[config.mk]
export PLATFORM = sky130hd
export DESIGN_NAME = cfa_front
export DESIGN_NICKNAME = d
export VERILOG_FILES = /design/src/design/cfa_pkg.sv /design/src/design/cfa_front.sv
export SDC_FILE = /design/constraint.sdc
export NUM_CORES = 1
export LEC_CHECK = 0
export ABC_CLOCK_PERIOD_IN_PS = 3200
export BUFFER_PORTS_ARGS = -buffer_cell sky130_fd_sc_hd__buf_2
export CORE_MARGIN = 4
export CORE_UTILIZATION = 40
export CTS_CLUSTER_DIAMETER = 100
export DETAILED_ROUTE_END_ITERATION = 10
export GPL_ROUTABILITY_DRIVEN = 0
export SYNTH_ARGS = -nofsm -noshare
export SYNTH_HDL_FRONTEND = slang
export SYNTH_SLANG_ARGS = --single-unit
export TNS_END_PERCENT = 30
[constraint.sdc]
create_clock -name clk -period 3.2 [get_ports clk]
set_input_delay 0.16 -clock clk [delete_from_list [all_inputs] [get_ports clk]]
set_output_delay 0.16 -clock clk [all_outputs]
set_load 0.005 [all_outputs]
[src/design/cfa_pkg.sv]
package cfa_pkg;

    localparam int unsigned MEM_BYTES_DEF    = 1048576;
    localparam int unsigned MAX_SEGMENTS_DEF = 256;

    localparam int unsigned SIZE_W  = 21;
    localparam int unsigned ADDR_W  = 20;
    localparam int unsigned CNT_W   = 9;

    typedef enum logic [1:0] {
        RC_OK       = 2'd0,
        RC_NOFIT    = 2'd1,
        RC_NOTFOUND = 2'd2,
        RC_FULL     = 2'd3
    } rc_t;

    typedef enum logic [1:0] {
        FIT_FIRST = 2'd0,
        FIT_BEST  = 2'd1,
        FIT_WORST = 2'd2,
        FIT_SPARE = 2'd3
    } fit_t;

    localparam logic OP_ALLOC   = 1'b0;
    localparam logic OP_RELEASE = 1'b1;

    // one request as classified by the front end
    typedef struct packed {
        logic              is_release;
        logic              zero_size;
        logic [SIZE_W-1:0] size;
        logic [ADDR_W-1:0] addr;
    } cmd_t;

    // one result handed back by the table engine
    typedef struct packed {
        rc_t               code;
        logic [ADDR_W-1:0] start;
        logic [SIZE_W-1:0] bytes;
        logic [CNT_W-1:0]  used;
        logic [CNT_W-1:0]  holes;
    } res_t;

endpackage

[src/design/cfa_front.sv]
module cfa_front
(
    input  logic                        clk,
    input  logic                        rst_n,
    input  logic                        in_valid,
    output logic                        in_ready,
    input  logic                        opcode,
    input  logic [cfa_pkg::SIZE_W-1:0]  req_size,
    input  logic [cfa_pkg::ADDR_W-1:0]  release_addr,
    output logic                        q_valid,
    input  logic                        q_ready,
    output cfa_pkg::cmd_t               q_cmd
);

    // two-entry queue of classified requests
    cfa_pkg::cmd_t mem_reg [2];
    logic          wp_reg, wp_next, rp_reg, rp_next;
    logic [1:0]    cnt_reg, cnt_next;
    cfa_pkg::cmd_t cmd;
    logic          push, pop;

    always_comb
    begin
        cmd.is_release = (opcode == cfa_pkg::OP_RELEASE);
        cmd.zero_size  = (req_size == '0);
        cmd.size       = req_size;
        cmd.addr       = release_addr;
    end

    assign in_ready = (cnt_reg != 2'd2);
    assign push     = in_valid && in_ready;
    assign q_valid  = (cnt_reg != 2'd0);
    assign pop      = q_valid && q_ready;
    assign q_cmd    = mem_reg[rp_reg];

    always_comb
    begin
        wp_next  = push ? ~wp_reg : wp_reg;
        rp_next  = pop ? ~rp_reg : rp_reg;
        cnt_next = cnt_reg + {1'b0, push} - {1'b0, pop};
    end

    always_ff @(posedge clk or negedge rst_n)
    begin
        if (!rst_n)
        begin
            wp_reg  <= 1'b0;
            rp_reg  <= 1'b0;
            cnt_reg <= 2'd0;
        end
        else
        begin
            wp_reg  <= wp_next;
            rp_reg  <= rp_next;
            cnt_reg <= cnt_next;
        end
    end

    // store the request
    always_ff @(posedge clk)
    begin
        if (push)
        begin
            mem_reg[wp_reg] <= cmd;
        end
    end

endmodule

# After elaboration in Yosys (flattened, before gate mapping)
# Memory sizes are Yosys's and may differ from the RTL's.
# Cells that the tools add are included.
dict set report word_totals {
  inputBits 46
  n_memories 1
  reg_bits 4
  mem_bits_rw 86
  out_inout_bits 45
  word_cells 15
}
# memory words word_bits read_ports rd_clocked_by_memory_dff wr line
set mem_list {}
lappend mem_list {mem_reg 2 43 1 0 1 cfa_front.sv:16} ;# cfa_pkg::cmd_t mem_reg [2];
dict set report classes {
  n_reduce_logical 4
  bitwise 2
  add_sub_neg 2
  n_mux 2
  eq_ne 1
}
# cell count
set op_table {}
lappend op_table {{$logic_not A21 Y1} 1}
lappend op_table {{$add A2 B1 Y2} 1}
lappend op_table {{$logic_and A1 B1 Y1} 2}
lappend op_table {{$mux W1} 2}
lappend op_table {{$ne A2 B2 Y1 const B} 1}
lappend op_table {{$not A1 Y1} 2}
lappend op_table {{$reduce_bool A2 Y1} 1}
lappend op_table {{$sub A2 B1 Y2} 1}

# Longest topological paths before layout
# Gate-level depths: netlist (run 1).
dict set report logic_depth {
  depth_word 4
  mapped_depth 7
  depth_no_buf 7
}

# Least setup slack after synthesis (run 1)
# OpenSTA, ideal clock, no wires.
dict set report synth_timing {
  path_kind {register -> register}
  from {register cnt_reg[1]}
  to {memory mem_reg[0][0] (netlist bit), enable pin}
  period_less_slack_ps 2866
  setup_ps 443
  t_required_ps 2757
  n_path_buf 0
  path_slack_ps 334
  arrival_time_ps 2423
  path_stages_with_launch 4
  cell_sequence {dfrtp_1 nand2b_1 nand2_1 nor2_1}
}
dict set report synth_between {
  elab_chain_cells 4
}
# item line
set synth_lines {}
lappend synth_lines {{start: declaration} cfa_front.sv:18} ;# logic [1:0] cnt_reg, cnt_next;
lappend synth_lines {{start signal: assignment} cfa_front.sv:55} ;# cnt_reg <= cnt_next;
lappend synth_lines {{$ne A2 B2 Y1} cfa_front.sv:30} ;# assign in_ready = (cnt_reg != 2'd2);
lappend synth_lines {{net in_ready} cfa_front.sv:6} ;# output logic in_ready,
lappend synth_lines {{$logic_and A1 B1 Y1} cfa_front.sv:31} ;# assign push = in_valid && in_ready;
lappend synth_lines {{$mux W1} cfa_front.sv:62} ;# if (push)
lappend synth_lines {{$mux W1 (implied by the code)} cfa_front.sv:64} ;# mem_reg[wp_reg] <= cmd;
lappend synth_lines {{end: declaration} cfa_front.sv:16}
# The timed path passes the listed nets, and every way through them passes these cells.

==> results of run 1 <==
==> final timing paths <==
kind | cells after the start | start | end | slack, ns
max | 2 | rp_reg$_DFFE_PN0P_ | q_cmd[41] | 1.06
min | 1 | req_size[20] | mem_reg[1][40]$_DFFE_PP_ | 0.02
max reg2reg | 4 | cnt_reg[1]$_DFF_PN0_ | mem_reg[0][29]$_DFFE_PP_ | 1.43
min reg2reg | 1 | cnt_reg[0]$_DFF_PN0_ | cnt_reg[0]$_DFF_PN0_ | 0.53
max in group asynchronous | 2 | rst_n | rp_reg$_DFFE_PN0P_ | 2.92
min in group asynchronous | 2 | rst_n | rp_reg$_DFFE_PN0P_ | 0.14
==> stage by stage <==
step / utilization [%] / area, µm² / std cells
finish: 54.2 / 4430 / 394
global route: 54.2 / 4430 / 394
CTS: 54.2 / 4430 / 394
detailed placement: 48.1 / 3940 / 350
global placement: 48.1 / 3940 / 350
floorplan: - / 3340 / 158
==> cell usage after synthesis <==
cell type,number
or4_4,1
nor3_1,1
mux2_2,43
inv_1,1
nand4_1,1
xor2_1,1
dfrtp_1,4
buf_2,5
or2_1,1
nand2_1,1
nor4_2,1
and3_1,1
nor4_1,3
nor2_1,1
nand2b_1,1
and2_1,1
edfxtp_1,86
xnor2_1,3
ha_1,2
==> power by group <==
group | leakage, µW | internal [µW] | switching, µW | total, µW
Clock | 0.000105 | 438 | 387 | 825
Sequential | 0.000845 | 1610 | 171 | 1780
Combinational | 0.000706 | 537 | 414 | 951
==> what timing repair did <==
action	in CTS	in global routing
endpoints found under the hold margin	56	0
hold buffers	28	0
resized for setup	0	0
endpoints found under the setup margin	0	0
==> layer usage <==
layer	vias to the layer above	global-route usage [%]	wire length, µm
li1	875	-	-
met4	0	5.67	83
met3	7	3.93	499
met5	-	0	0
met2	78	20.1	2680
met1	874	17.2	2800
==> worst max-delay path, stage by stage (launching register included) <==
cell and delay (ns):
dfrtp_2 1.05, mux2_2 0.44, buf_2 0.13
==> logic make-up after synthesis <==
logic type,share of synthesized area (%)
DFF,80.3
muxes,14.5
and+or+nand+nor,2.58
buffers and inverters,0.861
xor gates and xnor gates,1.05
adders and majority gates,0.749
==> cell type report <==
class	count	area, µm²
repair buffers	120	758
multi-input cells	62	639
fillers	668	3740
well taps	105	131
flip-flops and latches	90	2680
clock inverters	7	93.8
inverters	1	3.75
clock buffers	9	124
==> out/results.ini, run 1 <==
[timing]
hold_slack_ns=0.0165
fmax_mhz=468
fin_setup_tns_ns=0
worst_slew_pin_slew_ns=1.02
skew_ns=0.00650
slew_viol_final=0
setup_viol=0
rsz0062_at_grt=false
maxSlewHeadroom_pct=32.2
period_needed_ns=2.14
setup_ws_ns=1.06
final-hold-violation-count=0
timing.final.crit_share_pct=66.8

[power]
finalPower_uw=3560
powerDensity_nw_per_um2=802
leakage_uw=0.00166
vdd_ir_drop_max_v=0.000414

[floorplan]
io_pins=91
die_w_um=99.4
fp.dieH_um=99.4
floorplan.initialDensity_pct=40.9
fp-row-count=33
core_um2=8180
die_area_um2=9880

[placed_design]
port_buffers=90
dp_hpwl_um=3790
dp_slack_ns=1.40

[cells_and_area]
final_layout_size_suffix_gt1_share_pct=54.0
most-common-layout-cells=90 x buf_2, 86 x edfxtp_1, 43 x mux2_2
nNetsFinal=332
final_common_cell=buf_2
n_antenna_cell=0
area_delta_synth_final_pct=32.7
largest_register_ffs=86

[logic_synthesis]
yosysUniqueCellTypes=19
yosysSeqAreaShare_pct=80.3
avgSynthCellArea_um2=21.2
synth_nets=206
yosys-top-cells-area=edfxtp_1 77%, mux2_2 14%, dfrtp_1 3.0%
yosysTopAreaCellShare_pct=77.3
ys_ff_latch=90
netlist_instances=158
synth.largest_area_cell=edfxtp_1
synthesis.area_um2=3340
synth_warnings=0

[route]
wl_um=6060
dr.pass1.iters=4
dr_total_vias=1834
wl_per_cell_um=15.4
ant_nets=0
drc=0
drtIter0Drc=34
post_drt_via_cell_ratio=4.65

[clock_network]
clk_path_buf_depth=2
cts_max_level=3
numCtsBuffers=9
cts_setup_buffers=0
clk_pin_slew_ns=0.08
cts_tree=done
cts-root-buf=clkbuf_8
clock_latency_ns=0.35
numClockSinks=90

[grt]
grt_pass1_wl_um=9740
gr-total-overflow=0
grtUsageTotal_pct=13.1
antenna_found_initial=0
grt_max_degree=45
grt_pass1_vias=2016

[worst_setup_path]
cp_max_fo=44
cp-end-kind=primary output
start_kind=flip-flop
required_ns=3.04
critPathKind=flip-flop to primary output
cp.arrival_ns=1.98

[flow_run]
maxCapViolations=0

[status]
outcome=finished, final reports clean

[worst_hold_path]
min-delay-path-class=primary input to flip-flop

(Power assumes the default switching activity.)
==> run 2, diff against run 1 <==
- ABC_AREA: default -> 1
- ABC_CLOCK_PERIOD_IN_PS: 3200 -> 1800
- PLACE_DENSITY: default -> 0.66
- clock period: 3.2 -> 1.8 ns (I/O delays scaled with it)
==> run 2 against run 1 <==
Via count is 25% higher. Sequential cell count stayed put. Hold slack better by 0.026 ns. Routed wire length is 19% higher. First-iteration DRC count increased by 120%. Clock power increased by 95%. Largest cell class unchanged.
==> out/results.ini, run 2 <==
[worst_setup_path]
cp-end-kind=flip-flop
r2r_cells=8
critPathKind=flip-flop to flip-flop
r2r_start=cnt_reg[1]$_DFF_PN0_
worstSetupStartpoint=cnt_reg[1]$_DFF_PN0_
ff2ff_setup_slack_ns=0.18
required_ns=2.02
cp.arrival_ns=1.84
start_kind=flip-flop
cp-endpoint=cnt_reg[1]$_DFF_PN0_
cp_max_fo=3
r2r_end=cnt_reg[1]$_DFF_PN0_

[timing]
skew_ns=0.00561
worst_slew_pin_slew_ns=0.480
hold_slack_ns=0.0424
maxSlewHeadroom_pct=68.0
setup_viol=0
slew_viol_final=0
final-hold-violation-count=0
fmax_mhz=617
timing.final.crit_share_pct=90.0
period_needed_ns=1.62
rsz0062_at_grt=false

[logic_synthesis]
synth.most_common_cell=nand2_1
synth_warnings=0
ys_ff_latch=90
synth.largest_area_cell=edfxtp_1
synth_nets=315
synth_top_family_by_area=simple AND/OR/NAND/NOR gates
yosys-top-cells-area=edfxtp_1 75%, nand2_1 15%, dfrtp_1 2.9%
yosysUniqueCellTypes=17
synth_ff_type=edfxtp_1
synth-edff-count=86
netlist_instances=267
synthSimpleGateAreaFrac_pct=17.2
yosysSeqAreaShare_pct=78.0
avgSynthCellArea_um2=12.9
synth_common_cells=136 x nand2_1, 86 x edfxtp_1, 16 x nor2_1
yosys.area_share.adder_pct=0.728
synthesis.area_um2=3440
synth_compound_area_share_pct=0.146
synthArstFlopShare_pct=4.44
yosysTopAreaCellShare_pct=75.1
synth_mux_area_share_pct=0
synth_xor_area_share_pct=0.983

[clock_network]
numCtsBuffers=9
cts_setup_buffers=0
hold_buffers=44
clk_path_buf_depth=2
cts-root-buf=clkbuf_8
numClockSinks=90
clk_pin_slew_ns=0.09
postCtsResizedCells=0
clock_latency_ns=0.34
cts_max_level=3
cts_tree=done

[cells_and_area]
largest_register_ffs=86
nNetsFinal=455
nFillCells=705
area_delta_synth_final_pct=36.7
n_antenna_cell=0
final_layout_size_suffix_gt1_share_pct=28.4
final_common_cell=nand2_1
most-common-layout-cells=136 x nand2_1, 90 x buf_2, 86 x edfxtp_1

[floorplan]
io_pins=91
fp.dieH_um=101
die_w_um=101
die_area_um2=10100
core_um2=8300
fp-row-count=33
floorplan.initialDensity_pct=41.4

[worst_hold_path]
min-delay-path-class=primary input to flip-flop
hp-start=q_ready

[route]
wl_um=7230
dr_total_vias=2295
ant_nets=0
drtIter0Drc=74
post_drt_via_cell_ratio=4.44
dr.pass1.iters=4
wl_per_cell_um=14.0
drc=0

[flow_run]
maxCapViolations=0

[power]
finalPower_uw=6780
powerDensity_nw_per_um2=1440
leakage_uw=0.00201
vdd_ir_drop_max_v=0.000638

[grt]
grt_pass1_wl_um=11400
gr-total-overflow=0
antenna_found_initial=0
grtUsageTotal_pct=14.7
grt_pass1_vias=2339
grt_max_degree=45

[placed_design]
dp_hpwl_um=4220
port_buffers=90

[status]
outcome=finished, final reports clean

-- run 2: kinds of logic (layout without fill, tap and decap cells) --
kind of cell    after synthesis  count (layout)
xor+xnor                      3               3
buf+inv                      16             161
simple gates                155             155
fa+ha+maj                     2               2
flops                        90              90
compound gates                1               1
-- run 2: how the worst min path moves through the flow --
stage / end / cells after the start
final: rp_reg$_DFFE_PN0P_ / 3
after global routing: rp_reg$_DFFE_PN0P_ / 3
after CTS: rp_reg$_DFFE_PN0P_ / 3
after detailed placement: cnt_reg[1]$_DFF_PN0_ / 1
after global placement: cnt_reg[1]$_DFF_PN0_ / 1
after floorplan: cnt_reg[0]$_DFF_PN0_ / 0
-- run 2: metal layers --
layer / GRT usage (%) / wire length, µm / vias up / part of all wire, %
li1: - / - / 1160 / -
met1: 17.8 / 3070 / 1059 / 42
met3: 4.01 / 483 / 8 / 6.7
met5: 0 / 0 / - / 0
met2: 24.8 / 3600 / 68 / 50
met4: 5.60 / 80 / 0 / 1.1
-- run 2: critical path, stage by stage, from the launching register on --
cell     delay, ns
dfrtp_1       0.41
or2_4         0.26
nand2_2       0.09
inv_1         0.05
ha_1          0.28
inv_1         0.06
ha_1          0.13
inv_1         0.05
xor2_1        0.17
-- run 2: cell type report --
class                   count  area [µm²]  area share, %
flip-flops and latches     90        2680           57.1
repair buffers            138         946           20.1
multi-input cells         161         669           14.2
well taps                 105         131           2.79
clock buffers               9         124           2.64
clock inverters             7         118           2.50
inverters                   7        28.8          0.612
-- run 2: through the flow --
stage	instances	area [µm²]	setup TNS (ns)	utilization, %	setup slack [ns]
2_1_floorplan	267	3440	-31.50	-	-0.373
3_3_place_gp	457	4020	0	48.4	0.269
3_5_place_dp	457	4020	0	48.4	0.215
4_1_cts	517	4700	0	56.6	0.160
5_1_grt	517	4700	0	56.6	0.0695
6_report	517	4700	0	56.6	0.180
-- run 2: power breakdown --
group          switching, µW  total (µW)  internal, µW  leakage [µW]
logic                   1330        2180           845       0.00106
clock network            689        1610           919      0.000111
registers                134        2990          2860      0.000844
